File: config.mk
export PLATFORM = sky130hd
export DESIGN_NAME = signed_radix_to_seven_segment
export DESIGN_NICKNAME = d
export VERILOG_FILES = /design/src/rtl/srss_pkg.sv /design/src/rtl/srss_prep.sv /design/src/rtl/srss_cell.sv /design/src/rtl/srss_fmt.sv /design/src/rtl/signed_radix_to_seven_segment.sv
export VERILOG_INCLUDE_DIRS = /design/src /design/src/rtl
export SDC_FILE = /design/constraint.sdc
export NUM_CORES = 1
export LEC_CHECK = 0
export BUFFER_PORTS_ARGS = -buffer_cell sky130_fd_sc_hd__buf_2
export CORE_ASPECT_RATIO = 1.5
export CORE_MARGIN = 5
export CORE_UTILIZATION = 67
export CTS_CLUSTER_SIZE = 16
export DETAILED_ROUTE_END_ITERATION = 8
export PLACE_DENSITY = 0.86
export SETUP_SLACK_MARGIN = 0.5
export SLEW_MARGIN = 15
export SYNTH_ARGS = -nofsm -noshare
export SYNTH_HDL_FRONTEND = slang
export SYNTH_SLANG_ARGS = --single-unit
File: constraint.sdc
create_clock -name clk -period 9.6 [get_ports clk]
set_input_delay 1.92 -clock clk [delete_from_list [all_inputs] [get_ports clk]]
set_output_delay 1.92 -clock clk [all_outputs]
set_load 0.03 [all_outputs]
File: src/rtl/signed_radix_to_seven_segment_macros.svh
`ifndef SIGNED_RADIX_TO_SEVEN_SEGMENT_MACROS_SVH
`define SIGNED_RADIX_TO_SEVEN_SEGMENT_MACROS_SVH

// Same-cycle implication, checked on clk, off while rst_n is low.
`define SRSS_ASSERT_NOW(lbl, ante, cons, msg) \
    lbl: assert property (@(posedge clk) disable iff (!rst_n) (ante) |-> (cons)) \
        else $error(msg);

// Next-cycle implication.
`define SRSS_ASSERT_NEXT(lbl, ante, cons, msg) \
    lbl: assert property (@(posedge clk) disable iff (!rst_n) (ante) |=> (cons)) \
        else $error(msg);

`endif

File: src/rtl/srss_pkg.sv
`default_nettype none

package srss_pkg;

    localparam int MAG_W     = 16;
    localparam int NUM_STEPS = 12;
    localparam int STEP_W    = 4;
    localparam int ADDR_W    = 4;
    localparam int DATA_W    = 32;

    localparam logic [7:0] MINUS_RESET = 8'd64;
    localparam logic [7:0] BLANK_RESET = 8'd0;
    localparam logic [7:0] ZERO_RESET  = 8'd63;

    typedef enum logic [1:0] {
        REG_MINUS = 2'd0,
        REG_BLANK = 2'd1,
        REG_ZERO  = 2'd2
    } reg_idx_t;

    typedef struct packed {
        logic signed [31:0] number;
        logic [4:0]         radix;
    } in_t;

    typedef struct packed {
        logic [7:0] seg_first;
        logic [7:0] seg_second;
        logic [7:0] seg_third;
        logic [7:0] seg_last;
        logic       overflow;
    } out_t;

    typedef struct packed {
        logic [7:0] minus;
        logic [7:0] blank;
        logic [7:0] zero;
    } codes_t;

    // Data handed from cell to cell along the digit chain
    typedef struct packed {
        logic             zero;
        logic             ovf;
        logic             neg;
        logic [MAG_W-1:0] rem;
        logic [11:0]      digits;
        logic [4:0]       p1;
        logic [8:0]       p2;
        logic [12:0]      p3;
    } work_t;

    typedef struct packed {
        logic        ok;
        logic [4:0]  p1;
        logic [8:0]  p2;
        logic [12:0] p3;
        logic [16:0] p4;
    } pow_t;

    function automatic pow_t pow_lookup(input logic [4:0] radix);
        pow_t p;
        p = '0;
        p.ok = 1'b1;
        p.p1 = radix;
        unique case (radix)
            5'd2:    begin p.p2 = 9'd4;   p.p3 = 13'd8;    p.p4 = 17'd16;    end
            5'd3:    begin p.p2 = 9'd9;   p.p3 = 13'd27;   p.p4 = 17'd81;    end
            5'd4:    begin p.p2 = 9'd16;  p.p3 = 13'd64;   p.p4 = 17'd256;   end
            5'd5:    begin p.p2 = 9'd25;  p.p3 = 13'd125;  p.p4 = 17'd625;   end
            5'd6:    begin p.p2 = 9'd36;  p.p3 = 13'd216;  p.p4 = 17'd1296;  end
            5'd7:    begin p.p2 = 9'd49;  p.p3 = 13'd343;  p.p4 = 17'd2401;  end
            5'd8:    begin p.p2 = 9'd64;  p.p3 = 13'd512;  p.p4 = 17'd4096;  end
            5'd9:    begin p.p2 = 9'd81;  p.p3 = 13'd729;  p.p4 = 17'd6561;  end
            5'd10:   begin p.p2 = 9'd100; p.p3 = 13'd1000; p.p4 = 17'd10000; end
            5'd11:   begin p.p2 = 9'd121; p.p3 = 13'd1331; p.p4 = 17'd14641; end
            5'd12:   begin p.p2 = 9'd144; p.p3 = 13'd1728; p.p4 = 17'd20736; end
            5'd13:   begin p.p2 = 9'd169; p.p3 = 13'd2197; p.p4 = 17'd28561; end
            5'd14:   begin p.p2 = 9'd196; p.p3 = 13'd2744; p.p4 = 17'd38416; end
            5'd15:   begin p.p2 = 9'd225; p.p3 = 13'd3375; p.p4 = 17'd50625; end
            5'd16:   begin p.p2 = 9'd256; p.p3 = 13'd4096; p.p4 = 17'd65536; end
            default: p = '0;
        endcase
        return p;
    endfunction

    function automatic logic [7:0] hex_seg(input logic [3:0] d);
        logic [7:0] s;
        unique case (d)
            4'h0: s = 8'h3F;
            4'h1: s = 8'h06;
            4'h2: s = 8'h5B;
            4'h3: s = 8'h4F;
            4'h4: s = 8'h66;
            4'h5: s = 8'h6D;
            4'h6: s = 8'h7D;
            4'h7: s = 8'h07;
            4'h8: s = 8'h7F;
            4'h9: s = 8'h6F;
            4'hA: s = 8'h77;
            4'hB: s = 8'h7C;
            4'hC: s = 8'h39;
            4'hD: s = 8'h5E;
            4'hE: s = 8'h79;
            4'hF: s = 8'h71;
            default: s = 8'h00;
        endcase
        return s;
    endfunction

endpackage

`default_nettype wire

File: src/rtl/srss_prep.sv
`default_nettype none

module srss_prep (
    input  wire logic            clk,
    input  wire logic            rst_n,
    input  wire logic            in_valid,
    output logic                 in_ready,
    input  wire srss_pkg::in_t   in_data,
    output logic                 out_valid,
    input  wire logic            out_ready,
    output srss_pkg::work_t      out_work
);
    import srss_pkg::*;

    logic               valid_reg;
    logic               valid_next;
    work_t              work_reg;
    work_t              work_next;
    pow_t               pw;
    logic signed [31:0] neg_p3;
    logic               big;

    always_comb
    begin
        pw     = pow_lookup(in_data.radix);
        neg_p3 = -$signed({19'b0, pw.p3});
        if (in_data.number[31])
        begin
            big = (in_data.number <= neg_p3);
        end
        else
        begin
            big = (in_data.number >= $signed({15'b0, pw.p4}));
        end

        work_next        = '0;
        work_next.zero   = (in_data.number == 32'sd0);
        work_next.ovf    = !pw.ok || big;
        work_next.neg    = in_data.number[31];
        // low half is the whole magnitude whenever the value is in range
        work_next.rem    = in_data.number[31] ? (16'd0 - in_data.number[15:0])
                                              : in_data.number[15:0];
        work_next.digits = '0;
        work_next.p1     = pw.p1;
        work_next.p2     = pw.p2;
        work_next.p3     = pw.p3;
    end

    assign in_ready   = !valid_reg || out_ready;
    assign valid_next = in_ready ? in_valid : valid_reg;

    always_ff @(posedge clk or negedge rst_n)
    begin
        if (!rst_n)
        begin
            valid_reg <= 1'b0;
        end
        else
        begin
            valid_reg <= valid_next;
        end
    end

    always_ff @(posedge clk)
    begin
        if (in_valid && in_ready)
        begin
            work_reg <= work_next;
        end
    end

    assign out_valid = valid_reg;
    assign out_work  = work_reg;

endmodule

`default_nettype wire

File: src/rtl/srss_cell.sv
`default_nettype none

// One restoring-division step: digit step[3:2], quotient bit 3 - step[1:0].
module srss_cell (
    input  wire logic                          clk,
    input  wire logic                          rst_n,
    input  wire logic [srss_pkg::STEP_W-1:0]   step,
    input  wire logic                          in_valid,
    output logic                               in_ready,
    input  wire srss_pkg::work_t               in_work,
    output logic                               out_valid,
    input  wire logic                          out_ready,
    output srss_pkg::work_t                    out_work
);
    import srss_pkg::*;

    logic             valid_reg;
    logic             valid_next;
    work_t            work_reg;
    work_t            work_next;
    logic [12:0]      pow;
    logic [1:0]       sh;
    logic [MAG_W-1:0] trial;
    logic             ge;

    always_comb
    begin
        unique case (step[3:2])
            2'd0:    pow = in_work.p3;
            2'd1:    pow = {4'b0, in_work.p2};
            2'd2:    pow = {8'b0, in_work.p1};
            default: pow = '0;
        endcase
        sh    = ~step[1:0];
        trial = {3'b0, pow} << sh;
        ge    = (in_work.rem >= trial);

        work_next        = in_work;
        work_next.rem    = ge ? (in_work.rem - trial) : in_work.rem;
        work_next.digits = {in_work.digits[10:0], ge};
    end

    assign in_ready   = !valid_reg || out_ready;
    assign valid_next = in_ready ? in_valid : valid_reg;

    always_ff @(posedge clk or negedge rst_n)
    begin
        if (!rst_n)
        begin
            valid_reg <= 1'b0;
        end
        else
        begin
            valid_reg <= valid_next;
        end
    end

    always_ff @(posedge clk)
    begin
        if (in_valid && in_ready)
        begin
            work_reg <= work_next;
        end
    end

    assign out_valid = valid_reg;
    assign out_work  = work_reg;

endmodule

`default_nettype wire

File: src/rtl/srss_fmt.sv
`default_nettype none

module srss_fmt (
    input  wire logic               clk,
    input  wire logic               rst_n,
    input  wire srss_pkg::codes_t   codes,
    input  wire logic               in_valid,
    output logic                    in_ready,
    input  wire srss_pkg::work_t    in_work,
    output logic                    out_valid,
    input  wire logic               out_ready,
    output srss_pkg::out_t          out_data
);
    import srss_pkg::*;

    logic       valid_reg;
    logic       valid_next;
    out_t       data_reg;
    out_t       data_next;
    logic [3:0] d0, d1, d2, d3;
    logic       nz0, nz1, nz2, nz3;
    logic       s1, s2, s3;

    always_comb
    begin
        d0  = in_work.digits[11:8];
        d1  = in_work.digits[7:4];
        d2  = in_work.digits[3:0];
        d3  = in_work.rem[3:0];
        nz0 = (d0 != 4'd0);
        nz1 = (d1 != 4'd0);
        nz2 = (d2 != 4'd0);
        nz3 = (d3 != 4'd0);
        // sN: a nonzero digit stands left of position N
        s1  = nz0;
        s2  = s1 || nz1;
        s3  = s2 || nz2;

        data_next            = '0;
        data_next.seg_first  = nz0 ? hex_seg(d0) : codes.blank;
        data_next.seg_second = (s1 || nz1) ? hex_seg(d1) : codes.blank;
        data_next.seg_third  = (s2 || nz2) ? hex_seg(d2) : codes.blank;
        data_next.seg_last   = (s3 || nz3) ? hex_seg(d3) : codes.blank;
        if (in_work.neg)
        begin
            if (!s1 && nz1)
            begin
                data_next.seg_first = codes.minus;
            end
            if (!s2 && nz2)
            begin
                data_next.seg_second = codes.minus;
            end
            if (!s3 && nz3)
            begin
                data_next.seg_third = codes.minus;
            end
        end

        priority if (in_work.zero)
        begin
            data_next          = '0;
            data_next.seg_last = codes.zero;
        end
        else if (in_work.ovf)
        begin
            data_next          = '0;
            data_next.overflow = 1'b1;
        end
    end

    assign in_ready   = !valid_reg || out_ready;
    assign valid_next = in_ready ? in_valid : valid_reg;

    always_ff @(posedge clk or negedge rst_n)
    begin
        if (!rst_n)
        begin
            valid_reg <= 1'b0;
        end
        else
        begin
            valid_reg <= valid_next;
        end
    end

    always_ff @(posedge clk)
    begin
        if (in_valid && in_ready)
        begin
            data_reg <= data_next;
        end
    end

    assign out_valid = valid_reg;
    assign out_data  = data_reg;

endmodule

`default_nettype wire

File: src/rtl/signed_radix_to_seven_segment.sv
// Pipeline: range check stage, twelve division-step cells, format/output stage.
// Throughput: one item per cycle while the output is not stalled; every stage has
// its own valid, so bubbles close up while the output is stalled.
// Reset: rst_n asynchronous, active low; empties the pipeline and loads the
// minus, blank and zero codes with 64, 0 and 63.
`default_nettype none

`include "signed_radix_to_seven_segment_macros.svh"

module signed_radix_to_seven_segment (
    input  wire logic                          clk,
    input  wire logic                          rst_n,
    input  wire logic                          psel,
    input  wire logic                          penable,
    input  wire logic                          pwrite,
    input  wire logic [srss_pkg::ADDR_W-1:0]   paddr,
    input  wire logic [srss_pkg::DATA_W-1:0]   pwdata,
    output logic [srss_pkg::DATA_W-1:0]        prdata,
    output logic                               pready,
    input  wire logic                          in_valid,
    output logic                               in_ready,
    input  wire srss_pkg::in_t                 in_data,
    output logic                               out_valid,
    input  wire logic                          out_ready,
    output srss_pkg::out_t                     out_data
);
    import srss_pkg::*;

    codes_t                codes_reg;
    codes_t                codes_next;
    logic                  wr_en;

    work_t                 chain_work  [0:NUM_STEPS];
    logic [NUM_STEPS:0]    chain_valid;
    logic [NUM_STEPS:0]    chain_ready;

    // Configuration registers
    assign pready = 1'b1;
    assign wr_en  = psel && penable && pwrite && pready;

    always_comb
    begin
        codes_next = codes_reg;
        if (wr_en)
        begin
            unique case (paddr[3:2])
                REG_MINUS: codes_next.minus = pwdata[7:0];
                REG_BLANK: codes_next.blank = pwdata[7:0];
                REG_ZERO:  codes_next.zero  = pwdata[7:0];
                default:   codes_next = codes_reg;
            endcase
        end
    end

    always_comb
    begin
        unique case (paddr[3:2])
            REG_MINUS: prdata = {24'b0, codes_reg.minus};
            REG_BLANK: prdata = {24'b0, codes_reg.blank};
            REG_ZERO:  prdata = {24'b0, codes_reg.zero};
            default:   prdata = '0;
        endcase
    end

    always_ff @(posedge clk or negedge rst_n)
    begin
        if (!rst_n)
        begin
            codes_reg.minus <= MINUS_RESET;
            codes_reg.blank <= BLANK_RESET;
            codes_reg.zero  <= ZERO_RESET;
        end
        else
        begin
            codes_reg <= codes_next;
        end
    end

    // Datapath
    srss_prep u_prep (
        .clk       (clk),
        .rst_n     (rst_n),
        .in_valid  (in_valid),
        .in_ready  (in_ready),
        .in_data   (in_data),
        .out_valid (chain_valid[0]),
        .out_ready (chain_ready[0]),
        .out_work  (chain_work[0])
    );

    for (genvar i = 0; i < NUM_STEPS; i++)
    begin : g_cell
        srss_cell u_cell (
            .clk       (clk),
            .rst_n     (rst_n),
            .step      (STEP_W'(i)),
            .in_valid  (chain_valid[i]),
            .in_ready  (chain_ready[i]),
            .in_work   (chain_work[i]),
            .out_valid (chain_valid[i+1]),
            .out_ready (chain_ready[i+1]),
            .out_work  (chain_work[i+1])
        );
    end

    srss_fmt u_fmt (
        .clk       (clk),
        .rst_n     (rst_n),
        .codes     (codes_reg),
        .in_valid  (chain_valid[NUM_STEPS]),
        .in_ready  (chain_ready[NUM_STEPS]),
        .in_work   (chain_work[NUM_STEPS]),
        .out_valid (out_valid),
        .out_ready (out_ready),
        .out_data  (out_data)
    );

    // Checks
    `SRSS_ASSERT_NOW(a_ovf_blank, out_valid && out_data.overflow,
        (out_data.seg_first == 8'd0) && (out_data.seg_second == 8'd0) &&
        (out_data.seg_third == 8'd0) && (out_data.seg_last == 8'd0),
        "overflow result with nonzero segments")
    `SRSS_ASSERT_NOW(a_stall_cause, !in_ready, out_valid && !out_ready,
        "input stalled while output side is free")
    `SRSS_ASSERT_NEXT(a_minus_write, wr_en && (paddr[3:2] == REG_MINUS),
        codes_reg.minus == $past(pwdata[7:0]),
        "minus code write lost")

endmodule

`default_nettype wire

==> run summary, run 1 <==
DR top layer: met4
Relative slew slack: 20.8%
Starting Density: 67.2%
Most numerous cell in the Yosys netlist: edfxtp_1
Synthesized area per cell: 12.2 sq um
Routed wl met2: 37100 um
Num CTS Buffers: 52
Die span in y: 266 um
Ranking of synthesized cells by area: edfxtp_1, ha_1, mux2_2, dfrtp_1, mux2i_1
Layout Skew: 16.6 ps
Leak: 12.6 nW
WL met3: 2070 um
Top FF cell, synth: edfxtp_1
I/O Buffers: 96
Root Driver: clkbuf_16
Sequential element share of the synthesized area: 57.8%
Setup TNS Final: 0 ps
Crit path arrival time: 3420 ps
Initial antenna violation count: 0
Worst Setup Start Kind: input pin
DRT Wirelength: 63500 um
Finished Core Util: 73.6%
Antenna-violating nets left: 0
Die area: 48100 sq um
Sequential group share of total power: 43.7%
Layout cell share with drive strength beyond 1: 12.5%
Syn. warnings: 0
WHS: 407 ps
Commonest cells in the netlist: edfxtp_1, inv_1, ha_1, nand2_1, nor2_1
Period minus WS final: 5340 ps
Endpoints failing setup: 0
Clock Sinks: 580
Total number of vias: 19000
Total GRT Usage: 26.1%
DP Area: 30300 sq um
Worst Setup Path Type: input pin to primary output
Area grow syn2layout: 9.49%
Peak fanout along the critical path: 5
RSZ-0062 raised after global routing: false
Layout Cell Area excl Fill: 32100 sq um
Largest net degree at the start of global routing: 47
Internal Power: 0.00595 W
Fmax: 187 MHz
M1 wire length: 19400 um
Mapped Cells: 2402
Num rows: 94
Clock-pin slew on the worst setup and hold paths: 60 ps
Worst Setup End Kind: primary output
First-pass GRT wire length: 101000 um
CP max stage cell: and4b_1
DRT iter0 DRCs: 1218
Synthesized area: 29300 sq um
Vias/cell: 6.09
I/O pins: 148
HPWL after DPL: 47900 um
Final critical-path share of the clock period: 55.6%
Fin nets: 2781
CTS max path bufs: 3
Synth top area share: 52.6%
Htree depth: 2
Flop and latch count out of synthesis: 580
DIE WIDTH: 181 um
Worst vdd ir: 0.000161 V
Drt pass-1 iters: 7
Final Wtd Congestion: 0.949
Clock power frac: 23.9%
Core area: 43600 sq um
Post-cts hold buffer count: 0
Clock Latency Late Sink: 580 ps
DRC viols: 0
FFs w/ async S/R, synth: 6.55%
Slowest stage delay, CP: 340 ps
# diodes: 0
Power share of the combinational group: 32.4%
Gates resized, CTS repair: 0
Avg WL per Cell: 20.3 um
Slew Limit Fails: 0
Grt total ovfl: 0
Worst Tran Pin Value: 1180 ps
Distinct cell type count after synthesis: 91
CP cell instances: buf_2 -> and4b_1 -> nand4_1 -> nor2_1 -> nand4_1 -> inv_1 -> nand2_1 -> buf_2
Net switching power: 0.00301 W
Vias in the first global route: 20200
Status: complete, no violations
Sw Ratio: 33.6%
Post-synth EDFFs: 514
Overall power: 0.00896 W
Area leader, netlist: edfxtp_1
Largest register FFs: 438
CP required: 7680 ps
Final-report hold violation count: 0
Power per cell area: 279 nW/um^2
Hold Path Class: register to register
Maxcap violations: 0
CTS tree: built
Postcts setup bufs: 0
-- critical path, delay by kind of cell --
family	cells	cell delay, ps
buffers and inverters	3	380
AND/OR/NAND/NOR	5	1110
-- cells in the final DEF (no fill, tap or decap), drive strengths merged, types with 10 or more instances in the layout --
cell,instances
nand2,166
a211oi,26
clkinv,19
nand2b,46
buf,108
ha,184
or3,16
inv,187
mux2i,74
xor2,47
nor2b,38
conb,25
nor3,44
and2,19
nor4,30
nand3,37
a31oi,15
dfrtp,31
or4,12
edfxtp,514
o21ai,116
dfxtp,28
nand4,27
clkbuf,69
and3,10
o21a,22
nor2,162
a21o,30
o31ai,20
mux2,71
a21oi,145
xnor2,74
-- power by group through the flow --
stage | combinational [W] | sequential [W] | clock, W
after global placement | 0.00268 | 0.00391 | 0
after global routing | 0.00318 | 0.00397 | 0.00227
after detailed placement | 0.00283 | 0.00395 | 0
after floorplan | 0.00211 | 0.00389 | 0
after CTS | 0.00288 | 0.00390 | 0.00216
final | 0.00290 | 0.00392 | 0.00214
-- final timing paths --
| kind | from | end | slack, ps | cells past startpoint |
|---|---|---|---|---|
| min in group asynchronous | rst_n | g_cell[1].u_cell.out_valid | 1440 | 1 |
| setup reg to reg | g_cell[10].u_cell.out_work[39] | register | 5890 | 11 |
| max in group asynchronous | rst_n | codes_reg[17] | 7610 | 1 |
| hold reg to reg | g_cell[6].u_cell.out_work[28] | g_cell[7].u_cell.out_work[29] | 410 | 0 |
| hold / removal | g_cell[6].u_cell.out_work[28] | g_cell[7].u_cell.out_work[29] | 410 | 0 |
| setup / recovery | out_ready | in_ready | 4260 | 8 |
-- final cells by class --
type / count / area [sq um]
tap: 576 / 721
fill: 2771 / 11500
sequential: 580 / 17000
clock buffer: 69 / 1460
clock inverter: 28 / 313
multi-input combinational: 1580 / 11400
inverter: 187 / 702
timing repair buffer: 108 / 571
-- metrics by stage --
step	instances	setup WS [ps]
CTS	3128	4270
global placement	3031	3950
finish	3128	4260
detailed placement	3031	3860
floorplan	2425	3720
global route	3128	4090
-- logic make-up (layout without fill, tap and decap cells) --
kind of cell / Yosys count / count (layout) / synth area share (%)
fa+ha+maj: 192 / 192 / 8.40
compound gates: 446 / 446 / 9.73
other cells: 2 / 25 / 0.0256
simple gates: 648 / 648 / 11.1
buf+inv: 265 / 392 / 3.81
flops: 580 / 580 / 57.8
xor+xnor: 121 / 121 / 3.61
mux: 148 / 148 / 5.51
-- routing by layer --
metal  vias to the layer above  global-route usage, %
met5                         -                      0
met4                         0                   17.9
met3                       253                   3.11
met2                       574                   53.6
met1                      9220                   22.7
li1                       8993                      -
(Power assumes the default switching activity.)
==> run 2: changes to the inputs <==
--- a/config.mk
+++ b/config.mk
@@ -6,13 +6,14 @@
 export SDC_FILE = /design/constraint.sdc
 export NUM_CORES = 1
 export LEC_CHECK = 0
+export ABC_AREA = 1
 export BUFFER_PORTS_ARGS = -buffer_cell sky130_fd_sc_hd__buf_2
 export CORE_ASPECT_RATIO = 1.5
 export CORE_MARGIN = 5
-export CORE_UTILIZATION = 67
+export CORE_UTILIZATION = 62
 export CTS_CLUSTER_SIZE = 16
 export DETAILED_ROUTE_END_ITERATION = 8
-export PLACE_DENSITY = 0.86
+export PLACE_DENSITY = 0.8
 export SETUP_SLACK_MARGIN = 0.5
 export SLEW_MARGIN = 15
 export SYNTH_ARGS = -nofsm -noshare
==> constraint.sdc (replaced) <==
create_clock -name clk -period 5.45 [get_ports clk]
set_input_delay 1.09 -clock clk [delete_from_list [all_inputs] [get_ports clk]]
set_output_delay 1.09 -clock clk [all_outputs]
set_load 0.03 [all_outputs]
==> run summary, run 2 <==
Status: complete, no violations
Storage cell area: 17000 sq um
Initial antenna violation count: 0
Sw Ratio: 38.6%
I/O Buffers: 96
CP max stage cell: nor2_1
# diodes: 0
Crit path top cell by count: nand2_1
Crit path arrival time: 4360 ps
Layout Skew: 33.5 ps
Maxcap violations: 0
Most frequent cells in the layout: nand2_1, edfxtp_1, inv_1, o21ai_0, nor2_1
Vias/cell: 5.77
Drt pass-1 iters: 6
Worst Tran Pin Value: 1120 ps
Postcts setup bufs: 0
Distinct cell type count after synthesis: 59
Worst Setup Path Type: input pin to register
Sequential element share of the synthesized area: 56.5%
Gates resized, CTS repair: 0
Synthesized area per cell: 9.96 sq um
First-pass GRT wire length: 117000 um
Largest register FFs: 438
Mapped Cells: 3014
Synth Area in Adders: 8.20%
Grt total ovfl: 0
Final non-filler cell total: 3788
Power share of the combinational group: 38.5%
Post-synthesis simple-gate area fraction: 16.0%
Layout cell share with drive strength beyond 1: 9.44%
Commonest cells in the netlist: nand2_1, edfxtp_1, inv_1, nor2_1, o21ai_0
Core area: 47800 sq um
Period minus WS final: 4020 ps
CP required: 5790 ps
Area grow syn2layout: 10.0%
Fin nets: 3418
Worst vdd ir: 0.000262 V
Total GRT Usage: 28.6%
Setup WS post-layout: 1430 ps
Reg2Reg Setup Slack: 2020 ps
Layout Cell Area excl Fill: 33000 sq um
DIE WIDTH: 190 um
Leak: 14.3 nW
Post-synth EDFFs: 514
Synth Area in XOR/XNOR: 3.06%
Final-report hold violation count: 0
DRC viols: 0
Die area: 53000 sq um
DRT iter0 DRCs: 1328
Clock-pin slew on the worst setup and hold paths: 70 ps
HPWL after DPL: 60200 um
Die span in y: 279 um
Multi-input logic area: 11200 sq um
Top FF cell, synth: edfxtp_1
Post-cts hold buffer count: 0
Vias in the first global route: 22700
Slew Limit Fails: 0
Relative slew slack: 25.1%
Ranking of synthesized cells by area: edfxtp_1, nand2_1, ha_1, inv_1, o21ai_0
FFs w/ async S/R, synth: 6.55%
Largest net degree at the start of global routing: 47
Num CTS Buffers: 52
Dpl ws: 849 ps
Synth top area share: 51.4%
Starting Density: 62.8%
Layout fillers: 3503
Most numerous cell in the Yosys netlist: nand2_1
Sequential group share of total power: 40.9%
Worst Setup End Kind: register
Num rows: 98
Endpoints failing setup: 0
Net switching power: 0.00740 W
Final critical-path share of the clock period: 73.7%
Mux cell area share after synthesis: 0%
Hold Path Class: register to register
Total number of vias: 21800
Clock power frac: 20.6%
DP Area: 31200 sq um
Fmax: 249 MHz
Avg WL per Cell: 20.3 um
Peak fanout along the critical path: 7
Antenna-violating nets left: 0
# placed instances: 3692
Clock Sinks: 580
Power per cell area: 580 nW/um^2
Compound-Gate Fraction of Synth Area: 9.57%
CTS max path bufs: 3
Synthesized area: 30000 sq um
Htree depth: 2
Main combinational cell family by area after synthesis: simple AND/OR/NAND/NOR gates
Syn. warnings: 0
CP cell instances: buf_2 -> inv_2 -> nand2_2 -> nor2_1 -> inv_2 -> nor2_1 -> inv_1 -> nand3_1 -> inv_1 -> ha_1 -> nand4_4 -> inv_1 -> ha_1 -> ha_1 -> nand2_1 -> nor2_1 -> nand2_1 -> nor2_1 -> nand2_1 -> nand3_1 -> nand3_1 -> nand2_1 -> nand2_1
Internal Power: 0.0118 W
Root Driver: clkbuf_16
Setup TNS Final: 0 ps
Area leader, netlist: edfxtp_1
Commonest non-fill, non-tap cell in the layout: nand2_1
I/O pins: 148
DRT Wirelength: 77100 um
Clock Latency Late Sink: 610 ps
CTS tree: built
Final Wtd Congestion: 1.02
Slowest stage delay, CP: 330 ps
Flop and latch count out of synthesis: 580
Worst Setup Start Kind: input pin
RSZ-0062 raised after global routing: false
[run 2: layout make-up]
class	count	share of cell area, %
clock buffer	61	4.27
clock inverter	35	1.38
inverter	438	4.98
multi-input combinational	1962	33.9
sequential	580	51.3
tap	600	2.27
timing repair buffer	112	1.82
[run 2: kinds of logic after synthesis]
kind of cell             after synthesis
XOR/XNOR                             105
other                                  2
flip-flops                           580
AND/OR/NAND/NOR                     1121
AO/OA/AOI/OAI                        519
adder cells (fa/ha/maj)              192
buffers and inverters                495
[run 2: power by group through the flow]
stage / clock [W] / combinational [W] / sequential (W)
2_1_floorplan: 0 / 0.00518 / 0.00774
3_3_place_gp: 0 / 0.00685 / 0.00784
3_5_place_dp: 0 / 0.00718 / 0.00791
4_1_cts: 0.00399 / 0.00728 / 0.00784
5_1_grt: 0.00418 / 0.00814 / 0.00797
6_report: 0.00395 / 0.00738 / 0.00784
[run 2: final timing paths]
path                                               startpoint                            end  cells after the start
worst max-delay path                               in_data[4]            u_prep.out_work[56]                     23
worst min-delay path            g_cell[8].u_cell.out_work[55]  g_cell[9].u_cell.out_work[55]                      0
worst max register to register  g_cell[1].u_cell.out_work[45]  g_cell[2].u_cell.out_work[41]                     10
worst min register to register  g_cell[8].u_cell.out_work[55]  g_cell[9].u_cell.out_work[55]                      0
max in group asynchronous                               rst_n                  codes_reg[12]                      1
min in group asynchronous                               rst_n               u_prep.out_valid                      1
[run 2: worst max-delay path: cells and delay by family]
kind                     cells  cell delay (ps)
AND/OR/NAND/NOR             14             1950
buffers and inverters        6              530
adder cells (fa/ha/maj)      3              760
[run 2: layer usage]
layer / up-vias / wire (um) / part of all wire, % / GRT usage, %
li1: 10500 / - / - / -
met4: 0 / 7760 / 10 / 23.7
met5: - / 0 / 0 / 0
met3: 294 / 2640 / 3.4 / 2.99
met2: 796 / 45100 / 59 / 59.8
met1: 10300 / 21500 / 28 / 22.1
[run 2: per-stage QoR]
stage / utilization [%] / total power (W) / hold WS, ps
floorplan: - / 0.0129 / 400
global placement: 65.2 / 0.0147 / 400
detailed placement: 65.2 / 0.0151 / 405
CTS: 69.1 / 0.0191 / 415
global route: 69.1 / 0.0203 / 423
finish: 69.1 / 0.0192 / 415
